**config.mk**
```make
export PLATFORM = sky130hd
export DESIGN_NAME = cfbq_emit
export DESIGN_NICKNAME = d
export VERILOG_FILES = /design/src/design/cfbq_pkg.sv /design/src/design/cfbq_emit.sv
export VERILOG_INCLUDE_DIRS = /design/src /design/src/design
export SDC_FILE = /design/constraint.sdc
export NUM_CORES = 1
export LEC_CHECK = 0
export BUFFER_PORTS_ARGS = -buffer_cell sky130_fd_sc_hd__buf_2
export CAP_MARGIN = 20
export CORE_ASPECT_RATIO = 1.4
export CORE_UTILIZATION = 35
export DETAILED_ROUTE_END_ITERATION = 10
export PLACE_DENSITY = 0.66
export SLEW_MARGIN = 25
export SYNTH_ARGS = -nofsm -noshare
export SYNTH_HDL_FRONTEND = slang
export SYNTH_SLANG_ARGS = --single-unit
```
**constraint.sdc**
```tcl
create_clock -name clk -period 9.6 [get_ports clk]
set_input_delay 0.48 -clock clk [delete_from_list [all_inputs] [get_ports clk]]
set_output_delay 0.48 -clock clk [all_outputs]
set_load 0.01 [all_outputs]
```
**src/design/camera_facing_backdrop_quad_top_defines.svh**
```systemverilog
// Assertion macros for the backdrop quad RTL, used by cfbq_emit.
// Every macro samples on clk and is disabled while rst_n is low.
`ifndef CAMERA_FACING_BACKDROP_QUAD_TOP_DEFINES_SVH
`define CAMERA_FACING_BACKDROP_QUAD_TOP_DEFINES_SVH

// The consequent must hold in the same cycle as the antecedent.
`define CFBQ_ASSERT_IMP(label, ante, cons) \
    label: assert property (@(posedge clk) disable iff (!rst_n) (ante) |-> (cons)) \
        else $error("backdrop quad assertion failed");

// The consequent must hold in the cycle after the antecedent.
`define CFBQ_ASSERT_NXT(label, ante, cons) \
    label: assert property (@(posedge clk) disable iff (!rst_n) (ante) |=> (cons)) \
        else $error("backdrop quad assertion failed");

`endif

```
**src/design/cfbq_pkg.sv**
```systemverilog
// Shared types, constants and sine polynomial steps for the backdrop quad block.
// No dependencies; every other file but the assertion macro header imports this package.
`timescale 1ns / 1ps
`default_nettype none
package cfbq_pkg;
    localparam logic [30:0] SIN_A1 = 31'd1686629713;
    localparam logic [29:0] SIN_A3 = 30'd688904837;
    localparam logic [26:0] SIN_A5 = 27'd76016948;
    localparam logic [15:0] QUARTER_TURN = 16'd16384;

    localparam logic [2:0] CFG_SKY_ENABLE    = 3'd0;
    localparam logic [2:0] CFG_RENDER_MODE   = 3'd1;
    localparam logic [2:0] CFG_FOV_Q8        = 3'd2;
    localparam logic [2:0] CFG_WINDOW_WIDTH  = 3'd3;
    localparam logic [2:0] CFG_WINDOW_HEIGHT = 3'd4;
    localparam logic [1:0] MODE_MESH_ONLY    = 2'd1;

    typedef logic signed [17:0] q16_t;
    typedef logic signed [31:0] fix_t;
    typedef logic [2:0][3:0][31:0] quad_t;

    typedef struct packed {
        logic busy;
        logic allow;
        fix_t half_h;
        fix_t half_w;
    } setup_t;

    typedef struct packed {
        logic [30:0] orbit_d;
        fix_t        tx;
        fix_t        ty;
        fix_t        tz;
        logic        emit;
    } carry_t;

    // Folds a binary angle into the first quadrant: {negate, x in Q30}.
    function automatic logic [31:0] sin_reduce(input logic [15:0] a);
        logic [14:0] t;
        t = {1'b0, a[13:0]};
        if (a[14])
        begin
            t = 15'd16384 - t;
        end
        return {a[15], t, 16'd0};
    endfunction

    function automatic logic [30:0] poly_sq(input logic [30:0] x);
        logic [61:0] p;
        p = 62'(x) * 62'(x);
        return p[60:30];
    endfunction

    function automatic logic [29:0] poly_q(input logic [30:0] x2);
        logic [57:0] p;
        p = 58'(SIN_A5) * 58'(x2);
        return SIN_A3 - {3'd0, p[56:30]};
    endfunction

    function automatic logic [30:0] poly_s(input logic [29:0] q, input logic [30:0] x2);
        logic [60:0] p;
        p = 61'(q) * 61'(x2);
        return SIN_A1 - p[60:30];
    endfunction

    function automatic q16_t poly_v(input logic [30:0] s, input logic [30:0] x,
                                    input logic neg);
        logic [61:0] p;
        logic [32:0] y;
        logic [16:0] m;
        p = 62'(s) * 62'(x);
        y = {1'b0, p[61:30]} + 33'd8192;
        m = y[30:14];
        return neg ? q16_t'(-{1'b0, m}) : q16_t'({1'b0, m});
    endfunction
endpackage
`default_nettype wire

```
**src/design/cfbq_emit.sv**
```systemverilog
// Vertex emitter: holds one quad and hands out its six vertices in order.
// Depends on cfbq_pkg and the assertion macro header.
`timescale 1ns / 1ps
`default_nettype none
`include "camera_facing_backdrop_quad_top_defines.svh"
module cfbq_emit (
    input  wire logic           clk,
    input  wire logic           rst_n,
    input  wire logic           ld_valid,
    input  cfbq_pkg::quad_t     quad,
    input  wire logic           out_ready,
    output logic                take,
    output logic                out_valid,
    output logic signed [31:0]  vert_x,
    output logic signed [31:0]  vert_y,
    output logic signed [31:0]  vert_z,
    output logic                tex_u,
    output logic                tex_v,
    output logic                last_vertex
);
    import cfbq_pkg::*;

    localparam logic [2:0] K_LAST = 3'd5;

    // Corner order is TL, BL, TR, TR, BL, BR; the result is {u, v}.
    function automatic logic [1:0] corner_uv(input logic [2:0] k);
        unique case (k)
            3'd0:    return 2'b00;
            3'd1:    return 2'b01;
            3'd2:    return 2'b10;
            3'd3:    return 2'b10;
            3'd4:    return 2'b01;
            3'd5:    return 2'b11;
            default: return 2'b00;
        endcase
    endfunction

    logic        busy_reg, busy_next;
    logic [2:0]  k_reg, k_next;
    quad_t       quad_reg;
    logic        load;
    logic [1:0]  uv;

    assign take = !busy_reg || ((k_reg == K_LAST) && out_ready);
    assign load = ld_valid && take;

    always_comb
    begin
        busy_next = busy_reg;
        k_next    = k_reg;
        if (load)
        begin
            busy_next = 1'b1;
            k_next    = '0;
        end
        else if (busy_reg && out_ready)
        begin
            if (k_reg == K_LAST)
            begin
                busy_next = 1'b0;
            end
            else
            begin
                k_next = k_reg + 3'd1;
            end
        end
    end

    always_ff @(posedge clk or negedge rst_n)
    begin
        if (!rst_n)
        begin
            busy_reg <= 1'b0;
            k_reg    <= '0;
        end
        else
        begin
            busy_reg <= busy_next;
            k_reg    <= k_next;
        end
    end

    always_ff @(posedge clk)
    begin
        if (load)
        begin
            quad_reg <= quad;
        end
    end

    assign uv          = corner_uv(k_reg);
    assign out_valid   = busy_reg;
    assign vert_x      = $signed(quad_reg[0][uv]);
    assign vert_y      = $signed(quad_reg[1][uv]);
    assign vert_z      = $signed(quad_reg[2][uv]);
    assign tex_u       = uv[1];
    assign tex_v       = uv[0];
    assign last_vertex = k_reg == K_LAST;

    `CFBQ_ASSERT_IMP(a_k_range, busy_reg, k_reg <= K_LAST)
    `CFBQ_ASSERT_NXT(a_k_step, busy_reg && out_ready && (k_reg != K_LAST), busy_reg && (k_reg == $past(k_reg) + 3'd1))
    `CFBQ_ASSERT_NXT(a_drain, busy_reg && out_ready && (k_reg == K_LAST) && !ld_valid, !busy_reg)
endmodule
`default_nettype wire

```
==> results_dict.tcl <==
set metrics [dict create \
    syn_to_final_growth_pct 28.49 \
    die-area_mm2 0.04364 \
    cts_tree "done" \
    category_of_the_worst_setup_path_launch_point "flop" \
    numPortBuffers 488 \
    synth-seq-area-share_pct 77.65 \
    globalplace.congestion 0.8494 \
    synth_warnings 0 \
    grt_usage_pct 15.18 \
    grt_max_degree 194 \
    worst-endpoint-required_ps 9120 \
    setup_violation_total_in_the_final_timing_report 0 \
    timing.max_cap.violations 0 \
    vias 8379 \
    globalRouteOverflowTotal 0 \
    cts-root-buf "sky130_fd_sc_hd__clkbuf_16" \
    dieHeight_um 246.8 \
    slew_headroom_pct 32.38 \
    cts.htree.levels 2 \
    final_period_utilization_pct 41.42 \
    yosys-top-cells-area "sky130_fd_sc_hd__edfxtp_1 (77%), sky130_fd_sc_hd__mux2i_1 (19%), sky130_fd_sc_hd__buf_4 (1.0%), sky130_fd_sc_hd__dfrtp_1 (0.67%), sky130_fd_sc_hd__ha_1 (0.42%)" \
    total_leakage_power_nw 8.320 \
    max_stage_delay_cell_worst_path "sky130_fd_sc_hd__buf_4" \
    setup.worst_path.end_class "output port" \
    layout.area.seq_mm2 0.01163 \
    cts.sink_count 388 \
    nNetsFinal 1639 \
    placement.setup.worst_slack_ps 5864 \
    finalHoldViolCount 0 \
    antenna_found_initial 12 \
    cts.repair_timing.setup_buffer_count 0 \
    timing.critical_path.cells "inv_2 > ha_1 > a21oi_4 > buf_4 > buf_4 > mux2i_1 > mux2i_1 > buf_2" \
    final_util_pct 45.60 \
    timing.fmax_ghz 0.2515 \
    viasPerCell 4.581 \
    dieWidth_um 176.8 \
    yosysUniqueCellTypes 25 \
    layout.cells.most_common "sky130_fd_sc_hd__buf_2" \
    share_of_post_route_cells_with_drive_strength_above_1_pct 43.88 \
    holdWs_ps 121.2 \
    post_detailed_route_count_of_antenna_violating_nets 0 \
    drt_first_pass_iters 4 \
    fin_setup_tns_ps 0 \
    final_period_minus_worst_setup_slack_ps 3976 \
    totalPowerFinal_mw 5.530 \
    post_synth.cell_area_avg_um2 20.27 \
    drt_first_iter_violations 310 \
    cts-root-to-sink-buffers 3 \
    largest_reg_flops 384 \
    grt_setup_unrepaired "false" \
    criticalPathCategory "reg2out" \
    cts_hold_repair.buffers 1 \
    cts-buffers-inserted 39 \
    hpwl_um 24970 \
    timing_worst_slew_pin_value_ps 1014 \
    fin_clk_skew_ps 8.219 \
    run_status "finished clean" \
    final.setup.worst_slack_ps 5624 \
    netlist_instances 739 \
    leading_cell_types_in_the_layout_fill_and_taps_excluded "sky130_fd_sc_hd__buf_2 (488), sky130_fd_sc_hd__edfxtp_1 (384), sky130_fd_sc_hd__mux2i_1 (289)" \
    n_fill_cell 3719 \
    post_synth_instance_area_mm2 0.01498 \
    cp_max_fo 50 \
    critPathArrivalTime_ps 3500 \
    synth_fp_nets 1132 \
    grt_pass1_wl_um 48670 \
    grt_pass1_vias 8638 \
    drt_wl_total_um 34550 \
    maxSlewViolCount 0 \
    postSynthRegisterBits 388 \
    clkLatencyLatePin_ps 530 \
    vdd_drop_max_mv 0.2391 \
    core.rowCount 89 \
    synth_largest_type_area_fraction_pct 76.98 \
    max_stage_delay_ps 800 \
    cts.clk_slew.worst_paths_ps 60 \
    post-synth-top-area-cell "sky130_fd_sc_hd__edfxtp_1" \
    drc 0 \
    power_density_mw_per_mm2 287.3 \
    initial_utilization_pct 35.49 \
    area_taken_by_multi_input_logic_gates_mm2 0.003089 \
    hold_path_class "in2reg" \
    routed_wire_length_per_instance_um 18.89 \
    post_cts.resized_instances 0 \
    ios 489 \
    floorplan.core_area_mm2 0.04220 \
]
## metal layers
metal	vias up	routed length, µm	global-route usage [%]
li1	3945	-	-
met1	4045	11990	15.47
met2	306	19230	28.58
met3	77	2056	3.705
met4	6	1225	7.226
met5	-	36	0
## per-stage QoR
step,area (µm²),std cells
after floorplan,14980,739
after global placement,17960,1749
after detailed placement,17960,1749
after CTS,19200,1819
after global routing,19240,1828
final,19250,1829
## cell usage after synthesis
master / count
sky130_fd_sc_hd__edfxtp_1: 384
sky130_fd_sc_hd__mux2i_1: 289
sky130_fd_sc_hd__buf_4: 20
sky130_fd_sc_hd__buf_2: 8
sky130_fd_sc_hd__ha_1: 5
sky130_fd_sc_hd__inv_2: 5
sky130_fd_sc_hd__dfrtp_1: 4
sky130_fd_sc_hd__buf_8: 3
sky130_fd_sc_hd__inv_1: 3
sky130_fd_sc_hd__a22o_1: 2
sky130_fd_sc_hd__nand2_1: 2
sky130_fd_sc_hd__a211oi_2: 1
sky130_fd_sc_hd__a21bo_1: 1
sky130_fd_sc_hd__a21oi_1: 1
sky130_fd_sc_hd__a21oi_2: 1
sky130_fd_sc_hd__a2bb2oi_1: 1
sky130_fd_sc_hd__and2_1: 1
sky130_fd_sc_hd__buf_6: 1
sky130_fd_sc_hd__nand2b_1: 1
sky130_fd_sc_hd__nand3_1: 1
sky130_fd_sc_hd__nand4_1: 1
sky130_fd_sc_hd__nor2b_1: 1
sky130_fd_sc_hd__o21ai_0: 1
sky130_fd_sc_hd__o21ai_1: 1
sky130_fd_sc_hd__o22ai_1: 1
## critical path: cells and delay by family, from the launching register on
| family | cells | cell delay (ps) |
|---|---|---|
| buf+inv | 4 | 1670 |
| flops | 1 | 410 |
| mux | 2 | 370 |
| fa+ha+maj | 1 | 280 |
| compound gates | 1 | 130 |
## kinds of logic (layout without fill, tap and decap cells)
| group | Yosys count | after routing | share of synthesized area (%) |
|---|---|---|---|
| other cells | 0 | 9 | 0 |
| compound gates | 10 | 10 | 0.5262 |
| flops | 388 | 388 | 77.65 |
| fa+ha+maj | 5 | 5 | 0.4176 |
| buf+inv | 40 | 575 | 1.846 |
| mux | 289 | 289 | 19.31 |
| simple gates | 7 | 7 | 0.2507 |
## worst paths after layout
kind	startpoint	cells after the start	slack, ps	endpoint
worst max-delay path	k_reg[1]	8	5620	vert_z[10]
max in group asynchronous	rst_n	2	9120	k_reg[2]
worst min-delay path	quad[113]	1	120	quad_reg[113]
worst min register to register	k_reg[1]	1	600	k_reg[1]
worst max register to register	k_reg[1]	7	5850	quad_reg[273]
min in group asynchronous	rst_n	2	360	out_valid
## final cells by class
cell class,instances,area share (%)
Multi-Input combinational cell,311,16.05
Timing Repair Buffer,498,13.33
Antenna cell,9,0.1170
Clock buffer,47,5.448
Sequential cell,388,60.43
Tap cell,546,3.549
Clock inverter,22,0.9231
Inverter,8,0.1560
## where the power goes
group          internal [mW]  total, mW  switching, mW
Sequential              2.04       2.09         0.0448
Combinational          0.869       1.97           1.10
Clock                  0.857       1.47          0.611
Total                   3.77       5.53           1.76
Power figures use the tool's default switching activity.
